--- src/sv/pms_pkg.sv ---
`timescale 1ns / 1ps
package pms_pkg;

  // Widest slot address over the supported memory sizes.
  localparam int ADDR_W_MAX = 10;
  // The stack index field is three bits, so at most eight fill counters are addressable.
  localparam int STACK_SLOTS = 8;

  typedef enum logic [1:0] {
    OP_PUSH = 2'd0,
    OP_POP  = 2'd1,
    OP_PEEK = 2'd2
  } pms_op_e;

  typedef enum logic [1:0] {
    ST_OK      = 2'd0,
    ST_FULL    = 2'd1,
    ST_EMPTY   = 2'd2,
    ST_NOSTACK = 2'd3
  } pms_status_e;

  typedef struct packed {
    logic [1:0]         opcode;
    logic [2:0]         stack_index;
    logic signed [31:0] push_value;
  } pms_in_t;

  typedef struct packed {
    logic [1:0]         status;
    logic signed [31:0] read_value;
  } pms_out_t;

  // Command handed from the front end to the memory side.
  typedef struct packed {
    logic [1:0]            status;
    logic                  rd;
    logic                  wr;
    logic [ADDR_W_MAX-1:0] addr;
    logic [31:0]           data;
  } pms_cmd_t;

endpackage

--- src/sv/partitioned_multi_stack.sv ---
`timescale 1ns / 1ps
// Several LIFO stacks in one slot memory, each owning an equal region of it.
// Input beats (in_valid/in_stall/in_data) carry an opcode (push, pop, peek),
// a stack index and a push value. Each accepted beat yields exactly one result
// beat (out_valid/out_stall/out_data) with a status and the value read.
// The front end checks the index and fill counts and updates the counts when
// the beat is taken; a two-entry queue hands the memory access to the back end,
// which reads or writes the slot memory and holds the result in a register.
// The result passes the back-end stage and the output register. Throughput:
// one beat per cycle while out_stall is low, set by the single memory port.
// While out_stall is high, results back up into the back end and the queue;
// in_stall rises once the queue is full, and no beat is lost.
// cfg_we with cfg_wdata sets the stack count and empties all stacks; the user
// must write it only while no beat is in flight; the block does not enforce it.
// Reset (rst_n low, synchronous) sets one stack, empties it and clears the
// queue and the output valid flag. Slot contents are not cleared.
module partitioned_multi_stack #(
  parameter int TOTAL_SLOTS = 16,
  parameter int MAX_STACKS  = 8
) (
  input  logic              clk,
  input  logic              rst_n,
  input  logic              in_valid,
  output logic              in_stall,
  input  pms_pkg::pms_in_t  in_data,
  output logic              out_valid,
  input  logic              out_stall,
  output pms_pkg::pms_out_t out_data,
  input  logic              cfg_we,
  input  logic [3:0]        cfg_wdata
);
  import pms_pkg::*;

  logic     q_full;
  logic     q_empty;
  logic     q_push;
  logic     q_pop;
  pms_cmd_t q_in;
  pms_cmd_t q_head;

  pms_front #(
    .TOTAL_SLOTS(TOTAL_SLOTS),
    .MAX_STACKS (MAX_STACKS)
  ) u_front (
    .clk      (clk),
    .rst_n    (rst_n),
    .in_valid (in_valid),
    .in_stall (in_stall),
    .in_data  (in_data),
    .cfg_we   (cfg_we),
    .cfg_wdata(cfg_wdata),
    .q_full   (q_full),
    .q_push   (q_push),
    .q_data   (q_in)
  );

  pms_queue u_queue (
    .clk      (clk),
    .rst_n    (rst_n),
    .push     (q_push),
    .push_data(q_in),
    .full     (q_full),
    .empty    (q_empty),
    .pop      (q_pop),
    .head     (q_head)
  );

  pms_back #(
    .TOTAL_SLOTS(TOTAL_SLOTS)
  ) u_back (
    .clk      (clk),
    .rst_n    (rst_n),
    .q_empty  (q_empty),
    .q_pop    (q_pop),
    .q_head   (q_head),
    .out_valid(out_valid),
    .out_stall(out_stall),
    .out_data (out_data)
  );

endmodule

--- src/sv/pms_front.sv ---
`timescale 1ns / 1ps
module pms_front #(
  parameter int TOTAL_SLOTS = 16,
  parameter int MAX_STACKS  = 8
) (
  input  logic              clk,
  input  logic              rst_n,
  input  logic              in_valid,
  output logic              in_stall,
  input  pms_pkg::pms_in_t  in_data,
  input  logic              cfg_we,
  input  logic [3:0]        cfg_wdata,
  input  logic              q_full,
  output logic              q_push,
  output pms_pkg::pms_cmd_t q_data
);
  import pms_pkg::*;

  localparam int CW = $clog2(TOTAL_SLOTS + 1);
  localparam logic [3:0] KCAP = (MAX_STACKS > 15) ? 4'd15 : 4'(MAX_STACKS);

  logic [CW-1:0] region_tbl [16];
  logic [3:0]    k_r, k_nxt;
  logic [CW-1:0] region_r;
  logic [CW-1:0] fill_r [STACK_SLOTS];
  logic          accept;
  logic [CW-1:0] cnt;
  logic [31:0]   base;
  logic [31:0]   addr_w;
  logic [CW-1:0] cnt_nxt;
  logic          cnt_we;

  // Region size for every possible stack count, fixed at elaboration.
  for (genvar i = 0; i < 16; i++) begin : g_region
    localparam int REGION = TOTAL_SLOTS / ((i == 0) ? 1 : i);
    assign region_tbl[i] = CW'(REGION);
  end

  assign in_stall = q_full;
  assign accept   = in_valid & ~q_full;
  assign q_push   = accept;

  always_comb begin
    if (cfg_wdata == 4'd0) begin
      k_nxt = 4'd1;
    end else if (cfg_wdata > KCAP) begin
      k_nxt = KCAP;
    end else begin
      k_nxt = cfg_wdata;
    end
  end

  assign cnt  = fill_r[in_data.stack_index];
  assign base = 32'(in_data.stack_index) * 32'(region_r);

  always_comb begin
    q_data        = '0;
    q_data.status = ST_OK;
    q_data.data   = in_data.push_value;
    cnt_nxt       = cnt;
    cnt_we        = 1'b0;
    addr_w        = base + 32'(cnt);
    case (in_data.opcode)
      OP_PUSH, OP_POP, OP_PEEK: begin
        if ({1'b0, in_data.stack_index} >= k_r) begin
          q_data.status = ST_NOSTACK;
        end else if (in_data.opcode == OP_PUSH) begin
          if (cnt >= region_r) begin
            q_data.status = ST_FULL;
          end else begin
            q_data.wr = 1'b1;
            cnt_nxt   = cnt + 1'b1;
            cnt_we    = 1'b1;
          end
        end else if (cnt == '0) begin
          q_data.status = ST_EMPTY;
        end else begin
          addr_w    = base + 32'(cnt) - 32'd1;
          q_data.rd = 1'b1;
          if (in_data.opcode == OP_POP) begin
            cnt_nxt = cnt - 1'b1;
            cnt_we  = 1'b1;
          end
        end
      end
      default: begin
        q_data.status = ST_OK;
      end
    endcase
    q_data.addr = addr_w[ADDR_W_MAX-1:0];
  end

  always_ff @(posedge clk) begin
    if (!rst_n) begin
      k_r      <= 4'd1;
      region_r <= CW'(TOTAL_SLOTS);
      for (int i = 0; i < STACK_SLOTS; i++) begin
        fill_r[i] <= '0;
      end
    end else if (cfg_we) begin
      // Reconfiguration empties every stack.
      k_r      <= k_nxt;
      region_r <= region_tbl[k_nxt];
      for (int i = 0; i < STACK_SLOTS; i++) begin
        fill_r[i] <= '0;
      end
    end else if (accept && cnt_we) begin
      fill_r[in_data.stack_index] <= cnt_nxt;
    end
  end

endmodule

--- src/sv/pms_queue.sv ---
`timescale 1ns / 1ps
module pms_queue (
  input  logic              clk,
  input  logic              rst_n,
  input  logic              push,
  input  pms_pkg::pms_cmd_t push_data,
  output logic              full,
  output logic              empty,
  input  logic              pop,
  output pms_pkg::pms_cmd_t head
);
  import pms_pkg::*;

  pms_cmd_t   buf_r [2];
  logic       wp_r;
  logic       rp_r;
  logic [1:0] count_r;

  assign full  = (count_r == 2'd2);
  assign empty = (count_r == 2'd0);
  assign head  = buf_r[rp_r];

  always_ff @(posedge clk) begin
    if (push) begin
      buf_r[wp_r] <= push_data;
    end
  end

  always_ff @(posedge clk) begin
    if (!rst_n) begin
      wp_r    <= 1'b0;
      rp_r    <= 1'b0;
      count_r <= 2'd0;
    end else begin
      if (push) begin
        wp_r <= ~wp_r;
      end
      if (pop) begin
        rp_r <= ~rp_r;
      end
      case ({push, pop})
        2'b10:   count_r <= count_r + 2'd1;
        2'b01:   count_r <= count_r - 2'd1;
        default: count_r <= count_r;
      endcase
    end
  end

endmodule

--- src/sv/pms_back.sv ---
`timescale 1ns / 1ps
module pms_back #(
  parameter int TOTAL_SLOTS = 16
) (
  input  logic              clk,
  input  logic              rst_n,
  input  logic              q_empty,
  output logic              q_pop,
  input  pms_pkg::pms_cmd_t q_head,
  output logic              out_valid,
  input  logic              out_stall,
  output pms_pkg::pms_out_t out_data
);
  import pms_pkg::*;

  localparam int SLOT_AW = $clog2(TOTAL_SLOTS);

  logic [31:0]      mem [TOTAL_SLOTS];
  logic [31:0]      rd_data_r;
  logic             s1_valid_r;
  logic [1:0]       s1_status_r;
  logic             s1_rd_r;
  logic             s1_adv;
  logic             out_valid_r;
  pms_out_t         out_r;
  logic [SLOT_AW-1:0] addr;

  assign addr      = q_head.addr[SLOT_AW-1:0];
  assign s1_adv    = s1_valid_r & (~out_valid_r | ~out_stall);
  assign q_pop     = ~q_empty & (~s1_valid_r | s1_adv);
  assign out_valid = out_valid_r;
  assign out_data  = out_r;

  always_ff @(posedge clk) begin
    if (q_pop && q_head.wr) begin
      mem[addr] <= q_head.data;
    end
    if (q_pop && q_head.rd) begin
      rd_data_r <= mem[addr];
    end
  end

  always_ff @(posedge clk) begin
    if (q_pop) begin
      s1_status_r <= q_head.status;
      s1_rd_r     <= q_head.rd;
    end
    if (s1_adv) begin
      out_r.status     <= s1_status_r;
      out_r.read_value <= s1_rd_r ? rd_data_r : 32'd0;
    end
  end

  always_ff @(posedge clk) begin
    if (!rst_n) begin
      s1_valid_r  <= 1'b0;
      out_valid_r <= 1'b0;
    end else begin
      if (q_pop) begin
        s1_valid_r <= 1'b1;
      end else if (s1_adv) begin
        s1_valid_r <= 1'b0;
      end
      if (s1_adv) begin
        out_valid_r <= 1'b1;
      end else if (!out_stall) begin
        out_valid_r <= 1'b0;
      end
    end
  end

endmodule
--- config.mk ---
export PLATFORM = sky130hd
export DESIGN_NAME = partitioned_multi_stack
export DESIGN_NICKNAME = d
export VERILOG_FILES = /design/src/sv/pms_pkg.sv /design/src/sv/partitioned_multi_stack.sv /design/src/sv/pms_front.sv /design/src/sv/pms_queue.sv /design/src/sv/pms_back.sv
export SDC_FILE = /design/constraint.sdc
export NUM_CORES = 1
export LEC_CHECK = 0
export ABC_CLOCK_PERIOD_IN_PS = 5200
export BUFFER_PORTS_ARGS = -buffer_cell sky130_fd_sc_hd__buf_2
export CAP_MARGIN = 20
export CORE_AREA = 2 2 229 231
export CTS_CLUSTER_DIAMETER = 60
export DETAILED_ROUTE_END_ITERATION = 6
export DIE_AREA = 0 0 231 233
export PLACE_DENSITY_LB_ADDON = 0.08
export SLEW_MARGIN = 20
export SYNTH_ARGS = -nofsm -noshare
export SYNTH_HDL_FRONTEND = slang
export SYNTH_SLANG_ARGS = --single-unit
--- constraint.sdc ---
create_clock -name clk -period 5.2 [get_ports clk]
set_input_delay 0.78 -clock clk [delete_from_list [all_inputs] [get_ports clk]]
set_output_delay 0.78 -clock clk [all_outputs]
set_load 0.01 [all_outputs]
==> results.md <==
- Share of Yosys cell area claimed by the top area cell type: 75.1%
- Clock buffers created by TritonCTS: 75
- Max Buffers Root-to-Sink: 3
- Reg2Reg Capture Point: u_back.mem[2][26]
- Via-to-Cell Ratio: 5.96
- Distinct cells, synth: between 50 and 60
- # Max-Cap Violations: 0
- Library cell used as clock root buffer: clkbuf_16
- Count of pins on the block boundary: 82
- Final estimated routing congestion in global placement: ~0.83
- Worst Path Max Fanout: 23
- Remaining global-route overflow: 0
- Setup TNS: 0 ns
- Global-route wire length before repair: approximately 90000 um
- Total leakage power: around 10 nW
- Arrival @ worst endpoint: between 4 and 5 ns
- Minimum clock period after layout: 3.94 ns
- Global router's overall resource usage: a little under a quarter
- Number of remaining DRC errors: 0
- CP startpoint kind: input pin
- Hold Violations, Final: 0
- Insertion delay to the later sink of the worst-skew pair: approximately 0.6 ns
- Critical setup path kind: in -> reg
- Post-Syn Area: approximately 28000 um2
- Worst supply voltage drop on vdd: ~330 uV
- Worst setup slack for register-to-register paths: approximately 1.4 ns
- Setup repair after global routing missed its margin: false
- Routed wire length: just under 60000 um
- Post-CTS Repair Setup Buffers: 0
- TritonCTS clock tree: done
- Antenna cells: 0
- Hold/Removal Path Class: in -> reg
- Synthesized area divided by synthesized cell count: 19.5 um2
- Final worst path period share: 75.7%
- Startpoint of the most critical setup path: in_data[33]
- Ys Warns: 0
- Core Box Area: roughly 51000 um2
- Post-synthesis sequential element count: between 700 and 800
- Setup clock skew after layout: 0.0143 ns
- Number of buffers inserted by port buffering: 81
- Area leader, netlist: edfxtp_1
- Outcome: completed
- Final count of pins violating max slew: 0
- Resized cells post-CTS: 0
- Post-DP HPWL: roughly 33000 um
- CP Capture Type: flip-flop
- Largest net degree at the start of global routing: a little over 80
- Initial Utilization: ~55%
- Number of synthesized flops with an enable pin: between 700 and 800
- Initial DRC Count: 1299
- Site row count: 83
- Drt first pass iters: 7
- Final design utilization: between 60 and 70%
- Number of antenna violations at the first check in global routing: 0
- Die area: roughly 54000 um2
- Number of global-route vias before repair: 14300
- Fmax achieved: about 250 MHz
- Count of nets left with antenna violations after detail routing: 0
- Die W: 231 um
- Clock-pin slew on the worst setup and hold paths: about 0.060 ns
- Capture point of the worst path: u_front.fill_r[7][0]
- Die Ht: 233 um
- Proportion of synthesized chip area in sequential cells: between 70% and 80%
- Depth of the worst register-to-register path: 6
- CTS Sinks: 717
- NumNets Final: 1628
- Fraction of final layout cells with drive strength greater than 1: 26.7%
- Setup Viol. Count Final: 0
- Hold bufs inserted after CTS: 0
- Slew Limit Headroom: approximately 26%
- Proportion of register bits with asynchronous set or reset after synthesis: 0%
- Gate count of the mapped netlist: about 1400
- Cell types occupying the most area after synthesis: edfxtp_1 (75%), mux4_2 (11%), mux2_2 (1.6%), and2_1 (1.6%), nand2_1 (1.3%)
- Power per standard cell area: between 500 and 600 nW/um2
- Top flip-flop cell by instance count after synthesis: edfxtp_1
- Synth Net Count: 1504
- Data required, critical path: about 5.5 ns
- Synth-to-Final Area Change: 14.5%
- Routed via count: 13700
- Measured slew at the worst slew-check pin: around 1.1 ns
- H-tree level count: 3
- Routed length per instance: roughly 25 um
synth_stat cells, types with 5 or more instances:
cell type	instances
nor2b_1	6
nor2_1	40
nand3_1	14
inv_1	16
buf_2	17
a31oi_1	32
mux2i_1	10
clkbuf_1	46
a211oi_1	37
o21ai_0	11
ha_1	17
a21oi_1	24
a21boi_0	5
mux4_2	136
xnor2_1	11
dfxtp_1	16
buf_1	6
mux2_2	41
nand2b_1	5
nand2_1	99
edfxtp_1	701
and2_1	72
nor3_1	17
nor4_1	7
cells in the final DEF, fill, tap and decap left out, types with 3 or more instances in the layout:
| master | netlist | layout |
|---|---|---|
| edfxtp_1 | 701 | 701 |
| mux4_2 | 136 | 136 |
| nand2_1 | 99 | 99 |
| buf_2 | 17 | 81 |
| clkbuf_16 | 0 | 79 |
| and2_1 | 72 | 71 |
| mux2_2 | 41 | 39 |
| a211oi_1 | 37 | 37 |
| a31oi_1 | 32 | 32 |
| nor2_1 | 40 | 26 |
| a21oi_1 | 24 | 24 |
| buf_4 | 1 | 24 |
| ha_1 | 17 | 17 |
| inv_1 | 16 | 16 |
| clkbuf_1 | 46 | 15 |
| dfxtp_1 | 16 | 15 |
| nand3_1 | 14 | 14 |
| clkinv_1 | 1 | 14 |
| nor2_4 | 0 | 14 |
| nor3_1 | 17 | 13 |
| clkinv_2 | 0 | 13 |
| buf_12 | 0 | 13 |
| o21ai_0 | 11 | 11 |
| xnor2_1 | 11 | 11 |
| bufinv_16 | 0 | 9 |
| mux2i_1 | 10 | 8 |
| nor4_1 | 7 | 7 |
| nor2b_1 | 6 | 6 |
| nand2b_1 | 5 | 5 |
| a21boi_0 | 5 | 4 |
| nor3_2 | 0 | 4 |
| nand3b_1 | 3 | 3 |
| a211o_1 | 3 | 3 |
| or2_2 | 3 | 3 |
| and3_1 | 3 | 3 |
| a22o_1 | 3 | 3 |
| o21ai_1 | 3 | 3 |
| fa_1 | 3 | 3 |
| clkbuf_8 | 0 | 3 |
cell families (layout without fill, tap and decap cells):
kind of cell / Yosys count / in the layout / share of synthesized area (%)
DFF: 717 / 717 / 76.2
and+or+nand+nor: 279 / 279 / 4.91
muxes: 188 / 188 / 13.0
AOI/OAI and AO/OA: 133 / 133 / 3.23
buffers and inverters: 88 / 270 / 1.29
adders and majority gates: 20 / 20 / 0.973
xor gates and xnor gates: 13 / 13 / 0.406
worst min path at each step:
stage                                startpoint              endpoint  slack, ns  depth (start not counted)
final                               in_data[28]  u_queue.buf_r[0][28]       0.36                          1
after global routing                 in_data[3]   u_queue.buf_r[0][3]       0.35                          1
after CTS                           in_data[28]  u_queue.buf_r[0][28]       0.33                          1
after detailed placement  u_back.s1_status_r[1]   u_back.out_data[33]       0.41                          0
after global placement    u_back.s1_status_r[1]   u_back.out_data[33]       0.41                          0
after floorplan           u_back.s1_status_r[0]   u_back.out_data[32]       0.40                          0
layer usage:
layer	share of wire (%)	wire, um	up-vias	global-route usage, %
met5	0	0	-	0
met4	2.4	1390	0	7.46
met3	5.5	3220	96	3.76
met2	49	28900	402	36.9
met1	43	25200	7156	31.5
li1	-	-	6055	-
area by class of cell:
| cell class | count | area [um2] |
|---|---|---|
| tap | 680 | 851 |
| timing repair buffer | 118 | 846 |
| sequential | 717 | 21400 |
| fill | 3581 | 19000 |
| clock buffer | 97 | 2070 |
| clock inverter | 38 | 409 |
| multi-input combinational | 633 | 6490 |
| inverter | 17 | 63.8 |
where the power goes:
group | total, mW | switching, mW | internal, mW
clock network | 5.37 | 2.12 | 3.26
logic | 3.40 | 2.08 | 1.32
registers | 7.40 | 0.126 | 7.27
flip-flops by register name, summed over array words and instances, names as in the netlist, 2 cells and up, named ones only:
signal and count:
u_back.mem 512, u_back.out_data 34, u_back.rd_data_r 32, u_back.s1_status_r 2, u_front.fill_r 40, u_front.k_r 4, u_front.region_r 5, u_queue.buf_r 80
u_queue.count_r 2
critical path, stage by stage:
cell and delay (ns):
buf_2 0.46, mux4_2 0.57, mux2i_1 0.41, inv_1 0.22, ha_1 0.33, o21ai_0 0.16, o21ai_0 0.12, a21oi_1 0.34
or2_2 0.36, nand3_1 0.21, nand2_1 0.24
through the flow:
step / setup slack (ns) / hold slack, ns / instance area (um2) / std cells / power (mW)
2_1_floorplan: 0.693 / 0.400 / 28000 / 1438 / 9.83
3_3_place_gp: 0.805 / 0.409 / 29600 / 2165 / 10.9
3_5_place_dp: 0.684 / 0.407 / 29600 / 2165 / 11.0
4_1_cts: 1.32 / 0.325 / 32100 / 2300 / 16.4
5_1_grt: 0.953 / 0.346 / 32100 / 2300 / 16.9
6_report: 1.26 / 0.361 / 32100 / 2300 / 16.2
Note: power is estimated with default switching activity, not from simulation.
